$ cat src/design/lru_stack_distance_macros.svh
// Assertion macros shared by the LRU stack-distance modules.
// Depends on nothing; included by the files that carry assertions.
`ifndef LRU_STACK_DISTANCE_MACROS_SVH
`define LRU_STACK_DISTANCE_MACROS_SVH

// Same-cycle implication, disabled while reset is high.
`define LSD_ASSERT_IMPL(label, clk, rst, ante, cons) \
   label: assert property (@(posedge clk) disable iff (rst) (ante) |-> (cons)) \
      else $error("lru_stack_distance assertion failed");

// Next-cycle implication, disabled while reset is high.
`define LSD_ASSERT_NEXT(label, clk, rst, ante, cons) \
   label: assert property (@(posedge clk) disable iff (rst) (ante) |=> (cons)) \
      else $error("lru_stack_distance assertion failed");

`endif

$ cat src/design/lsd_pkg.sv
// Package for the LRU stack-distance block: sizes, datapath operations and
// the command and status structs between controller and datapath. No dependencies.
package lsd_pkg;

   localparam int PAGE_W      = 52;
   localparam int DEPTH_W     = 6;
   localparam int CAP_W       = 7;
   localparam int MAX_ENTRIES = 64;
   localparam int IDX_W       = $clog2(MAX_ENTRIES);
   localparam int CNT_W       = $clog2(MAX_ENTRIES + 1);
   localparam int EXT_W       = (CNT_W > CAP_W) ? CNT_W : CAP_W;
   localparam logic [CAP_W-1:0] CAP_RESET = CAP_W'(64);

   typedef enum logic [2:0] {
      OP_NONE,
      OP_LOAD,
      OP_SEARCH_RD,
      OP_NEXT,
      OP_HIT,
      OP_MISS,
      OP_SHIFT_RD,
      OP_SHIFT_WR
   } dp_op_type;

   typedef struct packed {
      dp_op_type op;
      logic      write_top;
      logic      cap_we;
   } dp_cmd_type;

   typedef struct packed {
      logic search_done;
      logic match;
      logic idx_zero;
   } dp_status_type;

endpackage

$ cat src/design/lru_stack_distance.sv
// Top level of the LRU stack-distance block: controller plus datapath.
// Depends on lsd_pkg, lsd_controller, lsd_datapath and lsd_ram.
//
// Usage: present a page number on req_page_number and raise start; the
// reference is taken at a rising edge where start is high and busy is low.
// One result beat follows per reference: rsp_valid is high for exactly one
// cycle with rsp_hit and rsp_depth (distance from the most recent end on a
// hit, 0 on a miss). The receiver cannot stall, so the beat must be taken.
// Capacity is written through csr_valid/csr_ready/csr_capacity; csr_ready is
// high only while the block is idle, and capacity 0 acts as 1.
// The stack sits in one RAM with a registered read port, so each entry
// searched takes a read state and a compare state, and each entry shifted
// takes a read state and a write state. A new reference may be accepted in
// the cycle of the beat.
// Reset empties the stack (count zero, no clearing pass needed) and sets the
// capacity to 64.
module lru_stack_distance (
   input  logic                         clock,
   input  logic                         reset,
   input  logic                         start,
   output logic                         busy,
   input  logic [lsd_pkg::PAGE_W-1:0]   req_page_number,
   output logic                         rsp_valid,
   output logic                         rsp_hit,
   output logic [lsd_pkg::DEPTH_W-1:0]  rsp_depth,
   input  logic                         csr_valid,
   output logic                         csr_ready,
   input  logic [lsd_pkg::CAP_W-1:0]    csr_capacity
);
   import lsd_pkg::*;

   dp_cmd_type    cmd;
   dp_status_type status;

   lsd_controller u_controller (
      .clock    (clock),
      .reset    (reset),
      .start    (start),
      .busy     (busy),
      .rsp_valid(rsp_valid),
      .csr_valid(csr_valid),
      .csr_ready(csr_ready),
      .cmd      (cmd),
      .status   (status)
   );

   lsd_datapath u_datapath (
      .clock          (clock),
      .reset          (reset),
      .cmd            (cmd),
      .status         (status),
      .req_page_number(req_page_number),
      .csr_capacity   (csr_capacity),
      .rsp_hit        (rsp_hit),
      .rsp_depth      (rsp_depth)
   );

endmodule

$ cat src/design/lsd_ram.sv
// Generic single-write, single-read RAM with registered read data.
// No dependencies.
module lsd_ram #(
   parameter int WIDTH = 8,
   parameter int DEPTH = 16
) (
   input  logic                     clock,
   input  logic                     we,
   input  logic [$clog2(DEPTH)-1:0] waddr,
   input  logic [WIDTH-1:0]         wdata,
   input  logic                     re,
   input  logic [$clog2(DEPTH)-1:0] raddr,
   output logic [WIDTH-1:0]         rdata
);

   logic [WIDTH-1:0] mem_ff [DEPTH];
   logic [WIDTH-1:0] rdata_ff;

   always_ff @(posedge clock) begin
      if (we) begin
         mem_ff[waddr] <= wdata;
      end
      if (re) begin
         rdata_ff <= mem_ff[raddr];
      end
   end

   assign rdata = rdata_ff;

endmodule

$ cat src/design/lsd_datapath.sv
// Datapath of the LRU stack-distance block: stack RAM, page and index
// registers, entry count and capacity. Depends on lsd_pkg and lsd_ram.
`include "lru_stack_distance_macros.svh"

module lsd_datapath (
   input  logic                         clock,
   input  logic                         reset,
   input  lsd_pkg::dp_cmd_type          cmd,
   output lsd_pkg::dp_status_type       status,
   input  logic [lsd_pkg::PAGE_W-1:0]   req_page_number,
   input  logic [lsd_pkg::CAP_W-1:0]    csr_capacity,
   output logic                         rsp_hit,
   output logic [lsd_pkg::DEPTH_W-1:0]  rsp_depth
);
   import lsd_pkg::*;

   logic [PAGE_W-1:0] page_ff, page_in;
   logic [CNT_W-1:0]  idx_ff, idx_in, idx_dec;
   logic [CNT_W-1:0]  count_ff, count_in;
   logic [CAP_W-1:0]  cap_ff, cap_in;
   logic              hit_ff, hit_in;
   logic [IDX_W-1:0]  found_ff, found_in;
   logic [EXT_W-1:0]  cap_ext;
   logic [CNT_W-1:0]  eff_cap, new_count;

   logic              ram_we, ram_re;
   logic [IDX_W-1:0]  ram_waddr, ram_raddr;
   logic [PAGE_W-1:0] ram_wdata, ram_rdata;

   lsd_ram #(
      .WIDTH(PAGE_W),
      .DEPTH(MAX_ENTRIES)
   ) u_stack_ram (
      .clock(clock),
      .we   (ram_we),
      .waddr(ram_waddr),
      .wdata(ram_wdata),
      .re   (ram_re),
      .raddr(ram_raddr),
      .rdata(ram_rdata)
   );

   assign cap_ext = EXT_W'(cap_ff);
   assign idx_dec = idx_ff - 1'b1;

   always_comb begin
      if (cap_ext == '0) begin
         eff_cap = CNT_W'(1);
      end else if (cap_ext > EXT_W'(MAX_ENTRIES)) begin
         eff_cap = CNT_W'(MAX_ENTRIES);
      end else begin
         eff_cap = CNT_W'(cap_ext);
      end
   end

   assign new_count = (count_ff < eff_cap) ? count_ff + 1'b1 : eff_cap;

   always_comb begin
      page_in   = page_ff;
      idx_in    = idx_ff;
      count_in  = count_ff;
      hit_in    = hit_ff;
      found_in  = found_ff;
      cap_in    = cmd.cap_we ? csr_capacity : cap_ff;
      ram_we    = 1'b0;
      ram_waddr = idx_ff[IDX_W-1:0];
      ram_wdata = ram_rdata;
      ram_re    = 1'b0;
      ram_raddr = idx_ff[IDX_W-1:0];
      unique case (cmd.op)
         OP_NONE: begin
         end
         OP_LOAD: begin
            page_in  = req_page_number;
            idx_in   = '0;
            hit_in   = 1'b0;
            found_in = '0;
         end
         OP_SEARCH_RD: begin
            ram_re = 1'b1;
         end
         OP_NEXT: begin
            idx_in = idx_ff + 1'b1;
         end
         OP_HIT: begin
            hit_in   = 1'b1;
            found_in = idx_ff[IDX_W-1:0];
         end
         OP_MISS: begin
            count_in = new_count;
            idx_in   = new_count - 1'b1;
         end
         OP_SHIFT_RD: begin
            ram_re    = 1'b1;
            ram_raddr = idx_dec[IDX_W-1:0];
         end
         OP_SHIFT_WR: begin
            ram_we = 1'b1;
            idx_in = idx_dec;
         end
         default: begin
         end
      endcase
      if (cmd.write_top) begin
         ram_we    = 1'b1;
         ram_waddr = '0;
         ram_wdata = page_ff;
      end
   end

   always_ff @(posedge clock) begin
      if (reset) begin
         count_ff <= '0;
         cap_ff   <= CAP_RESET;
      end else begin
         count_ff <= count_in;
         cap_ff   <= cap_in;
      end
   end

   always_ff @(posedge clock) begin
      page_ff  <= page_in;
      idx_ff   <= idx_in;
      hit_ff   <= hit_in;
      found_ff <= found_in;
   end

   assign status.search_done = (idx_ff == count_ff);
   assign status.match       = (ram_rdata == page_ff);
   assign status.idx_zero    = (idx_ff == '0);

   assign rsp_hit   = hit_ff;
   assign rsp_depth = DEPTH_W'(found_ff);

   `LSD_ASSERT_IMPL(a_count_bound, clock, reset, 1'b1, count_ff <= CNT_W'(MAX_ENTRIES))
   `LSD_ASSERT_NEXT(a_miss_count_nonzero, clock, reset, cmd.op == OP_MISS, count_ff != '0)

endmodule

$ cat src/design/lsd_controller.sv
// Controller of the LRU stack-distance block: sequences search, shift and
// result beat, and gates configuration writes. Depends on lsd_pkg.
`include "lru_stack_distance_macros.svh"

module lsd_controller (
   input  logic                    clock,
   input  logic                    reset,
   input  logic                    start,
   output logic                    busy,
   output logic                    rsp_valid,
   input  logic                    csr_valid,
   output logic                    csr_ready,
   output lsd_pkg::dp_cmd_type     cmd,
   input  lsd_pkg::dp_status_type  status
);
   import lsd_pkg::*;

   typedef enum logic [2:0] {
      S_IDLE,
      S_SEARCH,
      S_COMPARE,
      S_SHIFT,
      S_SHIFT_WR
   } state_type;

   state_type state_ff, state_in;
   logic      rsp_valid_ff, rsp_valid_in;

   always_comb begin
      state_in      = state_ff;
      rsp_valid_in  = 1'b0;
      cmd.op        = OP_NONE;
      cmd.write_top = 1'b0;
      cmd.cap_we    = csr_valid && (state_ff == S_IDLE);
      unique case (state_ff)
         S_IDLE: begin
            if (start) begin
               cmd.op   = OP_LOAD;
               state_in = S_SEARCH;
            end
         end
         S_SEARCH: begin
            if (status.search_done) begin
               cmd.op   = OP_MISS;
               state_in = S_SHIFT;
            end else begin
               cmd.op   = OP_SEARCH_RD;
               state_in = S_COMPARE;
            end
         end
         S_COMPARE: begin
            if (status.match) begin
               cmd.op   = OP_HIT;
               state_in = S_SHIFT;
            end else begin
               cmd.op   = OP_NEXT;
               state_in = S_SEARCH;
            end
         end
         S_SHIFT: begin
            if (status.idx_zero) begin
               cmd.write_top = 1'b1;
               rsp_valid_in  = 1'b1;
               state_in      = S_IDLE;
            end else begin
               cmd.op   = OP_SHIFT_RD;
               state_in = S_SHIFT_WR;
            end
         end
         S_SHIFT_WR: begin
            cmd.op   = OP_SHIFT_WR;
            state_in = S_SHIFT;
         end
         default: begin
            state_in = S_IDLE;
         end
      endcase
   end

   always_ff @(posedge clock) begin
      if (reset) begin
         state_ff     <= S_IDLE;
         rsp_valid_ff <= 1'b0;
      end else begin
         state_ff     <= state_in;
         rsp_valid_ff <= rsp_valid_in;
      end
   end

   assign busy      = (state_ff != S_IDLE);
   assign csr_ready = (state_ff == S_IDLE);
   assign rsp_valid = rsp_valid_ff;

   `LSD_ASSERT_NEXT(a_single_beat, clock, reset, rsp_valid_ff, !rsp_valid_ff)
   `LSD_ASSERT_NEXT(a_start_search, clock, reset, (state_ff == S_IDLE) && start, state_ff == S_SEARCH)
   `LSD_ASSERT_NEXT(a_done_beat, clock, reset, (state_ff == S_SHIFT) && status.idx_zero, rsp_valid_ff && (state_ff == S_IDLE))
   `LSD_ASSERT_IMPL(a_beat_idle, clock, reset, rsp_valid_ff, !busy)

endmodule
$ cat config.mk
export PLATFORM = sky130hd
export DESIGN_NAME = lru_stack_distance
export DESIGN_NICKNAME = d
export VERILOG_FILES = /design/src/design/lsd_pkg.sv /design/src/design/lru_stack_distance.sv /design/src/design/lsd_ram.sv /design/src/design/lsd_datapath.sv /design/src/design/lsd_controller.sv
export VERILOG_INCLUDE_DIRS = /design/src /design/src/design
export SDC_FILE = /design/constraint.sdc
export NUM_CORES = 2
export LEC_CHECK = 0
export BUFFER_PORTS_ARGS = -buffer_cell sky130_fd_sc_hd__clkbuf_2
export CAP_MARGIN = 5
export CELL_PAD_IN_SITES_DETAIL_PLACEMENT = 1
export CELL_PAD_IN_SITES_GLOBAL_PLACEMENT = 1
export CORE_UTILIZATION = 40
export DETAILED_ROUTE_END_ITERATION = 16
export GPL_TIMING_DRIVEN = 0
export HOLD_SLACK_MARGIN = 0.05
export PLACE_DENSITY_LB_ADDON = 0.1
export SETUP_SLACK_MARGIN = 0.3
export SLEW_MARGIN = 20
export SYNTH_ARGS = -nofsm -noshare
export SYNTH_HDL_FRONTEND = slang
export SYNTH_SLANG_ARGS = --single-unit
$ cat constraint.sdc
create_clock -name clock -period 6.2 [get_ports clock]
set_input_delay 0.93 -clock clock [delete_from_list [all_inputs] [get_ports clock]]
set_output_delay 0.93 -clock clock [all_outputs]
set_load 0.1 [all_outputs]
* Word level (Yosys, flattened, before mapping) *
Memory sizes are Yosys's and may differ from the RTL's. A register that Yosys moved wholly into a read port is not among the register bits.
Index checks and enable logic that the tools add are counted.
Widths: inputs -> output; s select.

word-level totals
  bits in registers = 84
  latch bits = 0
  memory bits (writable) = 3328
  memory bits (read-only) = 0
  input bits = 63
  output and inout bits = 10
  word-level logic and storage cells = 63
  memories = 1

memories
  name                           depth  bits a word  rd ports  clocked after Yosys merged registers in  wr ports  line           text
  u_datapath.u_stack_ram.mem_ff  64     52           1         1                                        1         lsd_ram.sv:16  logic [WIDTH-1:0] mem_ff [DEPTH];

operators by class
  $add $sub $neg = 4
  multiply operators = 0
  div/mod/pow operators = 0
  magnitude comparators = 2
  equal/unequal tests = 14
  shifts and indexed selects = 0
  muxes and demuxes = 26
  bitwise logic cells = 0
  reductions and logical operators = 8

operators with widths
  operator             number
  $eq 52x52->1         1
  $mux 52              1
  $pmux 3 s5           2
  $pmux 7 s4           1
  $mux 7               3
  $eq 3x3->1 const B   5
  $mux 3               5
  $add 7x1->7 const B  2
  $logic_not 7->1      2
  $sub 7x1->7 const B  2
  $eq 3x2->1 const B   4
  $mux 6               2
  $pmux 6 s2           1
  $mux 1               9
  $eq 7x7->1           1
  $gt 7x7->1 const B   1
  $lt 7x7->1           1
  $eq 3x1->1 const B   2
  $reduce_bool 4->1    1
  $logic_not 3->1      1
  $reduce_bool 3->1    1
  $mux 2               1
  $ne 2x2->1 const B   1
  $pmux 1 s2           1
  3 further kinds      3

* Logic depth before layout (Yosys ltp) *
  depth in word-level cells = 8
  mapped depth = 19
  mapped depth without buffers = 15

* Cells and area by module *
Synthesis repeated with hierarchy kept, for this count alone.

second synthesis, totals
  cell total of the unflattened synthesis = 5890
  area total of the unflattened synthesis = 132779.8 um^2

modules (own cells, without submodules)
  module          times used  cells an instance  area each (um^2)  seq. area each (um^2)
  lsd_ram         1           5410               127444.7          101497.3
  lsd_datapath    1           442                5036.1            2262.2
  lsd_controller  1           38                 299.0             80.1

* Worst setup path after synthesis *
OpenSTA, ideal clock, no wires.

  kind = register to register
  start = register u_datapath.idx_ff[0]
  end = memory u_datapath.u_stack_ram.mem_ff[56][0] (netlist name), enable pin
  library setup time = 462 ps
  arrival time = 5321 ps
  data required time = 5738 ps
  path slack = 416 ps
  cell stages (with the launch flop) = 12
  path buffers = 5
  period minus slack after synthesis = 5784 ps
  cells stage by stage = edfxtp_1 -> inv_2 -> clkbuf_1 -> clkbuf_1 -> clkbuf_1 -> ha_1 -> nor4b_4 -> nand3_1 -> clkbuf_1 -> clkbuf_1 -> a21o_1 -> nor2_1

between the ends
  word-level cells in the longest chain between the ends = 8
  elaborated cells between the ends (all ways) = 13
  classes of those cells = eq/ne: 2; mux: 10; reduce/logical: 1

ends and longest elaborated chain
  what                                                  line                                        text
  start: declaration                                    lsd_datapath.sv:18                          logic [CNT_W-1:0] idx_ff, idx_in, idx_dec;
  start signal: assignment                              lsd_datapath.sv:123                         idx_ff <= idx_in;
  $eq 7x7->1 / $logic_not 7->1 (equally long branches)  lsd_datapath.sv:128, lsd_datapath.sv:130
  $mux 3 (on tied branches)                             lsd_controller.sv:43, lsd_controller.sv:61
  $pmux 3 s5                                            lsd_controller.sv:35                        unique case (state_ff)
  $eq 3x3->1                                            lsd_datapath.sv:70                          unique case (cmd.op)
  $mux 1                                                lsd_datapath.sv:70
  $mux 1                                                lsd_datapath.sv:104                         if (cmd.write_top) begin
  $mux 1                                                lsd_ram.sv:20                               if (we) begin
  $mux 1 (implied by the code)                          lsd_ram.sv:21                               mem_ff[waddr] <= wdata;
  end: declaration                                      lsd_ram.sv:16

Parallel ways exist; a longest one is shown, timed or not.

* Worst setup path after layout *
  start = register u_datapath.idx_ff[0]
  end = memory u_datapath.u_stack_ram.mem_ff[11][42] (netlist name), enable pin

The elaborated chain is that of the path after synthesis.

==> metrics.txt <==
outcome=finished clean; number of flops mapped to enable cells by yosys=3446; Tmin final=6.15 ns; layout cell share with drive strength beyond 1=20.7%; Syn Inst Count=8170; Mapped Area=139000 um^2; GP Congestion=0.937; Layout Area Growth over Synthesis=19.8%; vias in the first global route=88244; synth warn=0; Fin Clk Skew=0.0637 ns; measured slew at the worst slew-check pin=1.29 ns; unrepaired setup endpoints after global routing=true; # IOs=73; reg-to-reg slack, setup=0.05 ns; synthesized area per cell=17.1 um^2; first-pass GRT wire length=824000 um; worst vdd ir=0.000249 V; Clock Latency Late Sink=1.01 ns; GR Overflow Total=0; worst-path maximum fanout=12; die area=351000 um^2; Hold Crit Class=input pin to flop; crit path capture type=flop; DP Wirelength=456000 um; Leak Pwr=56.2 nW; Total Wirelength=632000 um; Synth cell types=75; Critical Path AT=6.80 ns; effective utilization at floorplan=40.2%; antenna-violating nets left=0; initial antenna violation count=76; routed vias/inst=6.59; Final Core Density=48.2%; DR vias=91501; Port Buf Inserts=71; CTS tree=done; H-tree Lvls=5; Seq/Total Area, Yosys=74.5%; total track usage=35.5%; DR WL/cell=45.5 um; asr flop ratio synth=0%; cell area power density=348 nW/um^2; CP required=6.85 ns; CTS clock-pin slew for the worst setup and hold paths=0.06 ns; clk root buf=clkbuf_16; Pre-antenna DRT Iters=6; Worst slew margin=13.2%; startpoint types=flop; die span in y=592 um; CTS buffer count=382; Crit Path Class=flop to flop; core footprint=346000 um^2; Max-Cap Viols=0; Fmax=163 MHz; Rows=216; DRC Markers=0; Layout Nets=9052; clk sinks=3464; Die Width=592 um; max-slew violations=0; setup tns final=0 ns; Tcrit/Tclk final=99.1%; Final Hold Fails=0; DRT iter0 DRCs=15384; maximum buffer depth of the clock tree=4; fill cell count=32325; #FFs+latches synth=3464; Post-synth top flop=edfxtp_1; largest net degree at the start of global routing=65; Post-Syn Nets=8244; final setup fails=0
==> where the power goes <==
group | switching [mW] | leakage, nW | internal [mW]
Sequential | 0.105 | 31.2 | 26.2
Combinational | 6.74 | 19.1 | 2.46
Clock | 9.81 | 5.91 | 12.8
Total | 16.7 | 56.2 | 41.5
==> worst max-delay path, cell delays in order (launching register included) <==
cell and delay (ns):
edfxtp_1 0.41, inv_2 0.09, clkbuf_4 0.25, clkbuf_8 0.26, clkbuf_8 0.25, ha_1 0.23, nor4b_4 0.16, buf_4 0.17
nand3_1 0.39, clkbuf_2 0.47, buf_12 0.25, clkbuf_2 0.33, buf_12 0.22, nand4_1 0.72, nor2_4 0.90, buf_16 0.27
buf_12 0.19
==> Yosys cell counts (26+ instances only) <==
master        n  area [um^2]
nand4_1      59          369
mux2i_1     877         8780
a211oi_1     71          533
clkbuf_1    259          972
mux4_2      277         6240
mux2_2       68          766
o22ai_1     155          970
buf_4        64          480
o221a_2      60          676
o311ai_0     28          245
nor4_1       38          238
xnor2_1      60          526
o221ai_1    170         1490
edfxtp_1   3446       103000
a21oi_1     251         1260
buf_2       137          686
nor3_1       82          410
a221oi_1     56          490
a22oi_1      70          526
a2111oi_0    60          526
nor3b_1      27          203
o21ai_0     234         1170
nand3_1     290         1450
buf_6        29          327
a311oi_1     31          272
and3_1       68          425
buf_1        66          248
a21o_1       26          195
nand2_1     610         2290
nor2_1      235          882
==> final timing paths <==
check,from,end,cells after the start
hold / removal,req_page_number[28],u_datapath.page_ff[28]$_DFFE_PN_,1
setup / recovery,u_datapath.idx_ff[0]$_DFFE_PP_,u_datapath.u_stack_ram.mem_ff[11][42]$_DFFE_PP_,16
setup reg to reg,u_datapath.idx_ff[0]$_DFFE_PP_,u_datapath.u_stack_ram.mem_ff[11][42]$_DFFE_PP_,16
hold reg to reg,u_datapath.cap_ext[0]$_SDFFE_PP0P_,u_datapath.cap_ext[0]$_SDFFE_PP0P_,2
==> placed cells by master, fill, tap and decap left out, drive strengths merged, types with 14 or more instances in the layout <==
cell type	synthesis	final
a21oi	252	252
a311oi	31	31
a211oi	71	71
nor3b	27	27
clkbuf	259	816
dfxtp	18	18
xnor2	61	61
nand3	290	290
mux4	277	277
nor4	38	38
o311ai	30	30
nand2	610	610
mux2i	877	877
a221oi	56	56
o221a	60	60
a21o	26	26
diode	0	32
o22ai	155	155
or3	25	25
nor3	82	82
o21ai	249	249
o211ai	15	15
mux2	68	68
a22oi	71	71
a31oi	16	16
o311a	25	25
and3	68	68
edfxtp	3446	3446
nand4	59	59
or4	14	14
nor2	236	236
clkinv	1	164
inv	10	24
buf	296	620
a32oi	19	19
bufinv	0	34
a2111oi	60	60
o221ai	170	170
==> per-layer routing <==
metal | wire, um | GRT usage, % | part of all wire [%] | vias to the layer above
met3 | 71500 | 8.94 | 11 | 1511
met5 | 113 | 0 | 0.018 | -
met4 | 44500 | 21.4 | 7.0 | 16
met1 | 238000 | 46.5 | 38 | 48722
met2 | 278000 | 53.4 | 44 | 6414
li1 | - | - | - | 34838
==> stage by stage <==
stage / cells / area [um^2] / power (mW) / hold slack, ns / setup slack [ns]
floorplan: 8170 / 139000 / 30.8 / 0.436 / 0.416
global placement: 12819 / 146000 / 35.0 / 0.452 / -9.58
detailed placement: 13139 / 153000 / 35.4 / 0.469 / -2.64
CTS: 13845 / 166000 / 57.9 / 0.0624 / 0.153
global route: 13861 / 167000 / 59.0 / 0.104 / 0.0197
finish: 13891 / 167000 / 58.2 / 0.101 / 0.0535
==> area by class of cell <==
class                   instances  area (um^2)  area share (%)
clock buffers                 465         9970            5.97
multi-input cells            4140        34100            20.4
repair buffers                424         7710            4.62
diodes                         32         80.1          0.0479
flip-flops and latches       3464       104000            62.2
clock inverters               222         2120            1.27
plain buffers                 555         3470            2.08
inverters                      11         41.3          0.0247
well taps                    4578         5730            3.43
==> state kept, by name (all words and copies together), names as in the netlist <==
register                       cells
u_datapath.page_ff                52
u_datapath.rsp_depth               6
u_datapath.u_stack_ram.rdata      52
u_datapath.idx_ff                  7
u_controller.state_ff              3
u_datapath.cap_ext                 7
u_datapath.rsp_hit                 1
u_datapath.count_ff                7
u_datapath.u_stack_ram.mem_ff   3328
u_controller.rsp_valid             1
==> timing repair <==
action | in CTS | in global routing
endpoints found under the hold margin | 0 | 0
buffers inserted | 19 | 14
pin swaps | 11 | 13
gates resized for setup | 240 | 118
endpoints found under the setup margin | 3804 | 114
hold buffers | 0 | 0
==> cell families after synthesis <==
logic type / Yosys count / share of synthesized area [%]
flip-flops: 3464 / 74.5
AND/OR/NAND/NOR: 1493 / 4.92
AO/OA/AOI/OAI: 1344 / 6.78
multiplexers: 1222 / 11.3
buffers and inverters: 566 / 1.97
XOR/XNOR: 70 / 0.445
adder cells (fa/ha/maj): 11 / 0.0987
Note: power is estimated with default switching activity, not from simulation.
